### config.mk
export PLATFORM = sky130hd
export DESIGN_NAME = demand_paging_translator
export DESIGN_NICKNAME = d
export VERILOG_FILES = /design/src/rtl/dpt_pkg.sv /design/src/rtl/dpt_ram.sv /design/src/rtl/demand_paging_translator.sv
export SDC_FILE = /design/constraint.sdc
export NUM_CORES = 2
export LEC_CHECK = 0
export BUFFER_PORTS_ARGS = -buffer_cell sky130_fd_sc_hd__buf_2
export CAP_MARGIN = 10
export CELL_PAD_IN_SITES_DETAIL_PLACEMENT = 1
export CELL_PAD_IN_SITES_GLOBAL_PLACEMENT = 1
export CORE_AREA = 4 4 439 441
export CTS_CLUSTER_SIZE = 14
export DETAILED_ROUTE_END_ITERATION = 10
export DIE_AREA = 0 0 443 445
export MAX_ROUTING_LAYER = met4
export PLACE_DENSITY_LB_ADDON = 0.1
export SYNTH_ARGS = -nofsm -noshare
export SYNTH_HDL_FRONTEND = slang
export SYNTH_HIERARCHICAL = 1
export SYNTH_SLANG_ARGS = --single-unit
export TNS_END_PERCENT = 1
### constraint.sdc
create_clock -name clk -period 22.4 [get_ports clk]
set_clock_uncertainty 0.15 [all_clocks]
set_input_delay 3.36 -clock clk [delete_from_list [all_inputs] [get_ports clk]]
set_output_delay 3.36 -clock clk [all_outputs]
set_load 0.02 [all_outputs]
### src/rtl/dpt_pkg.sv
// ----------------------------------------------------------------------------
// Demand paging translator package
// Shared types, register indexes, status codes and field widths.
// ----------------------------------------------------------------------------
package dpt_pkg;

	localparam int ADDR_W   = 16;
	localparam int PAGE_W   = 8;
	localparam int FRAME_W  = 7;
	localparam int STATUS_W = 2;
	localparam int LBITS_W  = 5;
	localparam int PBITS_W  = 4;
	localparam int PADDR_W  = 4;
	localparam int PDATA_W  = 32;

	// Register indexes (paddr[3:2]).
	localparam logic [1:0] REG_LOGICAL_BITS  = 2'd0;
	localparam logic [1:0] REG_PHYSICAL_BITS = 2'd1;
	localparam logic [1:0] REG_PAGE_BITS     = 2'd2;

	// Result status codes.
	localparam logic [STATUS_W-1:0] STATUS_OK      = 2'd0;
	localparam logic [STATUS_W-1:0] STATUS_NOFRAME = 2'd1;
	localparam logic [STATUS_W-1:0] STATUS_OUTSIDE = 2'd2;

	typedef enum logic [1:0] {
		ST_CLEAR,
		ST_IDLE,
		ST_LOOKUP
	} dpt_state_t;

endpackage

### src/rtl/dpt_ram.sv
// ----------------------------------------------------------------------------
// Generic single-port RAM
// One read or write per cycle; read data is registered and held when idle.
// ----------------------------------------------------------------------------
module dpt_ram #(
	parameter int WIDTH = 8,
	parameter int DEPTH = 256
) (
	input  logic                     clk,
	input  logic                     en,
	input  logic                     we,
	input  logic [$clog2(DEPTH)-1:0] addr,
	input  logic [WIDTH-1:0]         wdata,
	output logic [WIDTH-1:0]         rdata
);

	logic [WIDTH-1:0] mem [DEPTH];

	always_ff @(posedge clk) begin
		if (en) begin
			if (we) begin
				mem[addr] <= wdata;
			end else begin
				rdata <= mem[addr];
			end
		end
	end

endmodule

### src/rtl/demand_paging_translator.sv
// ----------------------------------------------------------------------------
// Demand paging translator
// Splits a logical address into page and offset, looks the page up in a page
// table RAM and maps unmapped pages to the lowest free frame on demand.
// ----------------------------------------------------------------------------
//
//  Channel   Signals                                   Direction
//  -------   ---------------------------------------   ---------
//  address   addr_valid, addr_ready, logical_address   in
//  result    result_valid, result_ready, fields         out
//  config    APB: psel penable pwrite paddr pwdata      in/out
//
// An item is handled as a page table read on the accept edge, then the lookup
// and write-back of a new mapping, held off while the result register is full.
// After reset a clearing pass writes every page table entry before the first
// address is accepted; configuration writes are taken always.
// A stalled result holds in the output register; the next address is taken
// while it waits, and its lookup waits until the register frees up.
// Frames are never released, so the in-use set is always a prefix and is kept
// as a fill count.
module demand_paging_translator #(
	parameter int MAX_PAGES  = 256,
	parameter int MAX_FRAMES = 128
) (
	input  logic                            clk,
	input  logic                            arst_n,
	input  logic                            psel,
	input  logic                            penable,
	input  logic                            pwrite,
	input  logic [dpt_pkg::PADDR_W-1:0]     paddr,
	input  logic [dpt_pkg::PDATA_W-1:0]     pwdata,
	output logic [dpt_pkg::PDATA_W-1:0]     prdata,
	output logic                            pready,
	input  logic                            addr_valid,
	output logic                            addr_ready,
	input  logic [dpt_pkg::ADDR_W-1:0]      logical_address,
	output logic                            result_valid,
	input  logic                            result_ready,
	output logic [dpt_pkg::ADDR_W-1:0]      physical_address,
	output logic [dpt_pkg::PAGE_W-1:0]      page_number,
	output logic [dpt_pkg::FRAME_W-1:0]     frame_number,
	output logic                            page_fault,
	output logic [dpt_pkg::STATUS_W-1:0]    status
);

	import dpt_pkg::*;

	localparam int AW     = $clog2(MAX_PAGES);
	localparam int FW     = $clog2(MAX_FRAMES);
	localparam int FILL_W = $clog2(MAX_FRAMES + 1);
	localparam int EW     = FW + 1;

	// Configuration registers.
	logic [LBITS_W-1:0] logical_bits_q;
	logic [LBITS_W-1:0] physical_bits_q;
	logic [PBITS_W-1:0] page_bits_q;
	logic               cfg_wr;

	dpt_state_t st_q, st_d;
	logic [AW-1:0]     clr_q;
	logic [FILL_W-1:0] fill_q;
	logic [ADDR_W-1:0] addr_q;
	logic              outside_q;

	// RAM port.
	logic          mem_en, mem_we;
	logic [AW-1:0] mem_addr;
	logic [EW-1:0] mem_wdata, mem_rdata;

	// Accept-side decode.
	logic [ADDR_W-1:0]  in_page;
	logic [LBITS_W-1:0] pb_ext;
	logic               above_space, beyond_pages, in_outside;

	// Lookup-side decode.
	logic [ADDR_W-1:0] lk_page, lk_offset;
	logic              hit, room, alloc, out_free, out_load;
	logic [FW-1:0]     frame_sel;
	logic [31:0]       phys32, frame32;
	logic [ADDR_W-1:0] res_phys;
	logic [FRAME_W-1:0] res_frame;
	logic              res_fault;
	logic [STATUS_W-1:0] res_status;

	// ---------------- configuration port ----------------
	assign pready = 1'b1;
	assign cfg_wr = psel && penable && pwrite && pready;

	always_ff @(posedge clk or negedge arst_n) begin
		if (!arst_n) begin
			logical_bits_q  <= LBITS_W'(16);
			physical_bits_q <= LBITS_W'(15);
			page_bits_q     <= PBITS_W'(8);
		end else if (cfg_wr) begin
			unique case (paddr[3:2])
				REG_LOGICAL_BITS:  logical_bits_q  <= pwdata[LBITS_W-1:0];
				REG_PHYSICAL_BITS: physical_bits_q <= pwdata[LBITS_W-1:0];
				REG_PAGE_BITS:     page_bits_q     <= pwdata[PBITS_W-1:0];
				default: ;
			endcase
		end
	end

	always_comb begin
		unique case (paddr[3:2])
			REG_LOGICAL_BITS:  prdata = PDATA_W'(logical_bits_q);
			REG_PHYSICAL_BITS: prdata = PDATA_W'(physical_bits_q);
			REG_PAGE_BITS:     prdata = PDATA_W'(page_bits_q);
			default:           prdata = '0;
		endcase
	end

	// ---------------- accept-side range checks ----------------
	assign pb_ext  = LBITS_W'(page_bits_q);
	assign in_page = logical_address >> page_bits_q;

	always_comb begin
		above_space = (logical_bits_q < LBITS_W'(16)) &&
		              ((logical_address >> logical_bits_q) != '0);
		if (pb_ext >= logical_bits_q) begin
			beyond_pages = (in_page != '0);
		end else begin
			beyond_pages = ((in_page >> (logical_bits_q - pb_ext)) != '0);
		end
		in_outside = above_space || beyond_pages || (32'(in_page) >= MAX_PAGES);
	end

	// ---------------- lookup decode ----------------
	assign lk_page   = addr_q >> page_bits_q;
	assign lk_offset = addr_q & ((ADDR_W'(1) << page_bits_q) - ADDR_W'(1));
	assign hit       = mem_rdata[FW];

	always_comb begin
		room = (32'(fill_q) < MAX_FRAMES);
		if (pb_ext >= physical_bits_q) begin
			room = room && (fill_q == '0);
		end else begin
			room = room && ((fill_q >> (physical_bits_q - pb_ext)) == '0);
		end
	end

	always_comb begin
		alloc      = 1'b0;
		frame_sel  = mem_rdata[FW-1:0];
		res_fault  = 1'b0;
		res_status = STATUS_OK;
		priority if (outside_q) begin
			res_status = STATUS_OUTSIDE;
		end else if (hit) begin
			res_status = STATUS_OK;
		end else if (room) begin
			alloc     = 1'b1;
			frame_sel = fill_q[FW-1:0];
			res_fault = 1'b1;
		end else begin
			res_fault  = 1'b1;
			res_status = STATUS_NOFRAME;
		end
		frame32 = 32'(frame_sel);
		phys32  = (frame32 << page_bits_q) | 32'(lk_offset);
		if (res_status == STATUS_OK) begin
			res_phys  = phys32[ADDR_W-1:0];
			res_frame = frame32[FRAME_W-1:0];
		end else begin
			res_phys  = '0;
			res_frame = '0;
		end
	end

	assign out_free = !result_valid || result_ready;

	// ---------------- state machine ----------------
	always_comb begin
		st_d = st_q;
		unique case (st_q)
			ST_CLEAR:  if (clr_q == AW'(MAX_PAGES - 1)) st_d = ST_IDLE;
			ST_IDLE:   if (addr_valid) st_d = ST_LOOKUP;
			ST_LOOKUP: if (out_free) st_d = ST_IDLE;
			default:   st_d = ST_CLEAR;
		endcase
	end

	always_comb begin
		addr_ready = 1'b0;
		mem_en     = 1'b0;
		mem_we     = 1'b0;
		mem_addr   = in_page[AW-1:0];
		mem_wdata  = '0;
		out_load   = 1'b0;
		unique case (st_q)
			ST_CLEAR: begin
				mem_en   = 1'b1;
				mem_we   = 1'b1;
				mem_addr = clr_q;
			end
			ST_IDLE: begin
				addr_ready = 1'b1;
				mem_en     = addr_valid;
			end
			ST_LOOKUP: begin
				out_load  = out_free;
				mem_en    = out_free && alloc;
				mem_we    = 1'b1;
				mem_addr  = lk_page[AW-1:0];
				mem_wdata = {1'b1, fill_q[FW-1:0]};
			end
			default: ;
		endcase
	end

	always_ff @(posedge clk or negedge arst_n) begin
		if (!arst_n) begin
			st_q         <= ST_CLEAR;
			clr_q        <= '0;
			fill_q       <= '0;
			result_valid <= 1'b0;
		end else begin
			st_q <= st_d;
			if (st_q == ST_CLEAR) begin
				clr_q <= clr_q + AW'(1);
			end
			if (out_load && alloc) begin
				fill_q <= fill_q + FILL_W'(1);
			end
			if (out_load) begin
				result_valid <= 1'b1;
			end else if (result_ready) begin
				result_valid <= 1'b0;
			end
		end
	end

	// Address beat capture and result register.
	always_ff @(posedge clk) begin
		if (addr_valid && addr_ready) begin
			addr_q    <= logical_address;
			outside_q <= in_outside;
		end
		if (out_load) begin
			physical_address <= res_phys;
			page_number      <= lk_page[PAGE_W-1:0];
			frame_number     <= res_frame;
			page_fault       <= res_fault;
			status           <= res_status;
		end
	end

	dpt_ram #(
		.WIDTH (EW),
		.DEPTH (MAX_PAGES)
	) u_page_table (
		.clk   (clk),
		.en    (mem_en),
		.we    (mem_we),
		.addr  (mem_addr),
		.wdata (mem_wdata),
		.rdata (mem_rdata)
	);

endmodule
Word level (Yosys, flattened, before mapping)
Memories as Yosys holds them, arrays and structs flattened. A register that Yosys moved wholly into a read port is not among the register bits.
Index checks and enable logic that the tools add are counted.
{"block": "word_totals", "ff_bits": 84, "latchBits": 0, "mem_bits_rw": 2048, "rom_bits": 0, "in_bits": 59, "out_inout_bits": 69, "wordCells": 98, "n_memories": 1}
{"name": "u_page_table.mem", "words": 256, "word_bits": 8, "read_ports": 1, "rd_clocked_by_memory_dff": 1, "write_ports": 1, "line": "dpt_ram.sv:17", "source": "logic [WIDTH-1:0] mem [DEPTH];"}
{"block": "op_classes", "n_addsub": 5, "multipliers": 0, "div_mod_pow": 0, "order_cmp": 5, "n_eq_ne": 8, "shifts": 7, "mux": 28, "bitwise_logic": 3, "reduce_logical": 27}
{"cell": "$reduce_bool A16 Y1", "count": 3}
{"cell": "$shr A16 B5 Y16", "count": 2}
{"cell": "$mux W7", "count": 3}
{"cell": "$add A8 B1 Y8 const B", "count": 2}
{"cell": "$and A16 B16 Y16", "count": 1}
{"cell": "$ge A16 B9 Y1 const B", "count": 1}
{"cell": "$logic_not A8 Y1", "count": 2}
{"cell": "$mux W1", "count": 16}
{"cell": "$or A16 B16 Y16", "count": 1}
{"cell": "$pmux W8 S2", "count": 1}
{"cell": "$shl A1 B4 Y16 const A", "count": 1}
{"cell": "$shl A7 B4 Y16", "count": 1}
{"cell": "$shr A16 B4 Y16", "count": 1}
{"cell": "$shr A16 B4 Y8", "count": 1}
{"cell": "$sub A16 B1 Y16 const B", "count": 1}
{"cell": "$pmux W5 S3", "count": 1}
{"cell": "$ge A4 B5 Y1", "count": 2}
{"cell": "$sub A5 B4 Y5", "count": 2}
{"cell": "$eq A8 B8 Y1 const B", "count": 1}
{"cell": "$logic_and A1 B1 Y1", "count": 8}
{"cell": "$lt A8 B8 Y1 const B", "count": 1}
{"cell": "$mux W2", "count": 4}
{"cell": "$mux W8", "count": 1}
{"cell": "$reduce_and A2 Y1", "count": 4}
{"cell": "other kinds (14)", "count": 22}

Longest topological paths before layout
{"block": "logic_depth", "depth_word": 12, "ltp_mapped": 21, "depth_no_buf": 15}

By module
Netlist, hierarchy kept.
{"module": "dpt_ram", "n_inst": 1, "cells_each": 3526, "area_each_um2": 78376.4, "seq_area_each_um2": 61739.2}
{"module": "demand_paging_translator", "n_inst": 1, "cells_each": 642, "area_each_um2": 6304.8, "seq_area_each_um2": 2364.8}

Least setup slack after synthesis
No wires, ideal clock.
{"block": "synth_path", "kind": "reg2reg", "startpoint": "reg st_q[0]", "endpoint": "mem u_page_table.mem[0][0] (data pin)", "setup_time_ns": 1.390, "t_arrival_ns": 6.648, "required_ns": 20.860, "slack_ns": 14.211, "path_stages_with_launch": 5, "path_buffers": 1, "synth_period_minus_slack_ns": 8.189, "cell_sequence": "dfrtp_1 clkbuf_1 inv_1 nand2_1 nor2_1"}
{"block": "synth_via", "elab_chain_cells": 2}
{"item": "start: declaration", "line": "demand_paging_translator.sv:59", "source": "dpt_state_t st_q, st_d;"}
{"item": "start signal: assignment", "line": "demand_paging_translator.sv:218", "source": "st_q <= st_d;"}
{"item": "$eq A2 B2 Y1", "line": "demand_paging_translator.sv:190", "source": "unique case (st_q)"}
{"item": "$mux W8", "line": "demand_paging_translator.sv:190"}
{"item": "via mem_wdata[0]", "line": "demand_paging_translator.sv:68", "source": "logic [EW-1:0] mem_wdata, mem_rdata;"}
{"item": "end: declaration", "line": "dpt_ram.sv:17"}
The timed path passes the listed nets, and every way through them passes these cells.

Worst setup path in the final report
{"block": "layout_path", "startpoint": "in logical_address[15] (netlist name)", "endpoint": "reg u_page_table.rdata[6], read port of u_page_table.mem (data pin)"}
{"block": "layout_via", "elab_chain_cells": 2}
{"item": "start: declaration", "line": "demand_paging_translator.sv:36", "source": "input logic [dpt_pkg::ADDR_W-1:0] logical_address,"}
{"item": "$shr A16 B4 Y16", "line": "demand_paging_translator.sv:115", "source": "assign in_page = logical_address >> page_bits_q;"}
{"item": "$pmux W8 S2", "line": "demand_paging_translator.sv:190"}
{"item": "via mem_addr[0]", "line": "demand_paging_translator.sv:67", "source": "logic [AW-1:0] mem_addr;"}
{"item": "end: declaration", "line": "dpt_ram.sv:14", "source": "output logic [WIDTH-1:0] rdata"}
The timed path passes the listed nets, and every way through them passes these cells.
A chain may end at the register's enable or synchronous reset.

==> results.txt <==
status -> completed
Syn-to-layout area delta -> 11.84%
initial antenna violation count -> 8
Nets -> 4367
CP required -> 22.74 ns
Die ar. -> 0.1971 mm²
Finished Layout Cells -> 6986
CTS hold repair buffers -> 0
largest net degree at the start of global routing -> 125
Die Height -> 445 µm
Sum Neg Setup Slack -> 0 ns
footprint of the multi-input gates -> 0.01931 mm²
sequential area share after synthesis -> 0.7570
Worst setup SP type -> input port
Crit Path Category -> in2reg
crit path max fanout -> 87
Congestion Overflow GR -> 0
Slew @ Worst Pin -> 1.258 ns
Place WS -> 12.10 ns
CP top delay family -> buffers and inverters
Port Buffer Count -> 70
CTS buffer count -> 222
share of synthesized area spent on multiplexers -> 0.1497
Final Max Tran Viols -> 0
pwr dens -> 120.6 mW/mm²
final antenna diode count -> 0
io pins -> 128
Post-DP HPWL -> 127200 µm
maximum clock path buffer count -> 3
Fillers -> 16841
Buf/Inv on CP -> 6
Post-Syn Instances -> 4168
DR vias/cell -> 5.979
Synth Area in Simple Gates -> 0.02572
crit path cell chain -> buf_2, mux4_2, mux2i_1, mux2_2, a21oi_4, buf_4, buf_4, buf_4, buf_12, mux4_2, a22oi_1, a21oi_1, o41ai_1, buf_4, nand4_1
Routed WL -> 219100 µm
Main synth FF type -> edfxtp_1
Layout Utilization -> 0.5006
Syn Std Cell Area -> 0.08468 mm²
Core Area -> 0.1892 mm²
H-tree depth -> 4
Max Clock Freq -> 107.2 MHz
clock sinks -> 2140
vias -> 41767
Inst Count DP -> 6581
CP arrival -> 9.66 ns
layout cells sized above 1 -> 0.2402
Worst VDD drop -> 0.1191 mV
CP endpoint kind -> register
number of synthesized flops with an enable pin -> 2107
post-synthesis compound-gate area fraction -> 0.04570
hold slack -> 0.3401 ns
unrepaired setup endpoints after global routing -> no
Placer Congestion -> 0.7994
async set-reset flop share out of synthesis -> 0.01542
GRT Resource Usage Total -> 0.2295
ANT nets after route -> 0
final setup vio count -> 0
site row count -> 160
post-layout min period -> 9.324 ns
largest family of logic cells by synthesized area -> multiplexers
XOR/XNOR share of the synthesized area -> 0.001862
number of failing hold endpoints at the final stage -> 0
Worst slew margin -> 0.1580
Max-cap violations -> 0
Root Buffer -> clkbuf_16
setup bufs post-CTS -> 0
Post-Synth Adder-Cell Area -> 0.002246
CTS tree -> built
clk_lat worst skew -> 0.87 ns
fin crit share -> 0.4163
Static Leak -> 0.02931 µW
Most common cell on crit path -> buf_4
syn avg cell area -> 20.32 µm²
#FFs+latches synth -> 2140
count of different cell masters after synthesis -> 72
Die X -> 443 µm
register clock-pin slew on the reported worst setup and hold paths -> 0.06 ns
Yosys warning total -> 6
Slowest cell on crit path -> buf_4
DRC Markers -> 0
Post-CTS Resized -> 0
final setup margin -> 13.08 ns
max incr delay on CP -> 0.72 ns
initial detailed-routing violation count -> 3993
register area -> 0.06411 mm²
vias in the first global route -> 43981
DRT Pass-1 Iters -> 5
Starting Density -> 0.4476
first-pass GRT wire length -> 319700 µm
Avg WL per Cell -> 31.36 µm
worst min path class -> reg2reg
layer usage:
metal  global-route usage  share of wire  vias to the layer above
li1                     -              -                    17598
met1               0.3224           0.43                    22655
met2               0.3589           0.49                     1240
met3              0.03313          0.057                      274
met4              0.05706          0.023                        0
met5                    -              0                        -
state kept, by name (all words and copies together) (netlist names):
name	flops
addr_q	16
clr_q	8
fill_q	8
frame_number	7
logical_bits_q	5
outside_q	1
page_bits_q	4
page_fault	1
page_number	8
physical_address	16
physical_bits_q	5
result_valid	1
st_q	2
status	2
u_page_table/mem	2048
u_page_table/rdata	8
cells in the mapped netlist (4+ instances only):
library cell	instances	area share
dfstp_2	6	0.0019
mux2i_1	27	0.0032
buf_1	24	0.0011
mux4_2	532	0.14
a22oi_1	258	0.023
a211oi_1	14	0.0012
o21ai_0	45	0.0027
nand2b_1	5	0.00037
and3_1	5	0.00037
buf_2	51	0.0030
a21oi_1	164	0.0097
o41ai_1	33	0.0034
nor2_1	306	0.014
inv_1	22	0.00098
dfrtp_1	27	0.0080
nor3b_1	4	0.00035
mux2_2	20	0.0027
xor2_1	7	0.00072
buf_6	9	0.0012
nor3_1	21	0.0012
nand4_1	14	0.0010
nand2_1	90	0.0040
buf_4	40	0.0035
a21o_1	7	0.00062
and2_1	12	0.00089
nor2b_1	21	0.0016
o22ai_1	12	0.00089
mux4_1	7	0.0022
ha_1	12	0.0018
nand3_1	17	0.0010
xnor2_1	11	0.0011
a31oi_1	8	0.00059
o31ai_1	4	0.00035
edfxtp_1	2107	0.75
clkbuf_1	172	0.0076
cell type report:
type                       count  share of cell area
multi-input combinational   1733              0.2039
inverter                      24            0.001031
timing repair buffer         173             0.01266
clock inverter               137             0.01185
sequential                  2140              0.6769
tap                         2511             0.03317
clock buffer                 268             0.06048
layout by cell type, fill, tap and decap left out, types with 46 or more instances in the layout:
cell type,Yosys,routed
a21oi_1,164,163
a22oi_1,258,258
buf_2,51,70
buf_4,40,97
clkbuf_1,172,46
clkbuf_16,0,222
clkinv_1,1,61
edfxtp_1,2107,2107
mux4_2,532,532
nand2_1,90,73
nor2_1,306,303
power by group:
group          switching (µW)  internal, µW
clock network            1530          1950
registers                47.7          4530
logic                    2200          1170
path summary, 6_finish.rpt:
check,slack (ns),depth (start not counted),endpoint,from
worst max-delay path,13.08,15,u_page_table/rdata[6]$_DFFE_PP_,logical_address[15]
worst min-delay path,0.34,1,clr_q[6]$_DFFE_PN0P_,clr_q[6]$_DFFE_PN0P_
worst max register to register,14.39,18,u_page_table/rdata[6]$_DFFE_PP_,page_bits_q[1]$_DFFE_PN0P_
worst min register to register,0.34,1,clr_q[6]$_DFFE_PN0P_,clr_q[6]$_DFFE_PN0P_
max in group asynchronous,19.04,1,page_bits_q[0]$_DFFE_PN0P_,arst_n
min in group asynchronous,2.47,1,logical_bits_q[2]$_DFFE_PN0P_,arst_n
through the flow:
stage | total power, µW | cell area, µm²
5_1_grt | 11900 | 94700
3_3_place_gp | 8064 | 87850
2_1_floorplan | 6799 | 84780
4_1_cts | 11580 | 94700
3_5_place_dp | 8085 | 87850
6_report | 11420 | 94700
logic make-up (layout without fill, tap and decap cells):
family                     Yosys count  after routing
AOI/OAI and AO/OA                  576            576
and+or+nand+nor                    510            510
other                                2             28
xor gates and xnor gates            18             18
DFF                               2140           2140
adders and majority gates           14             14
muxes                              587            587
buffers and inverters              321            602
(Power assumes the default switching activity.)
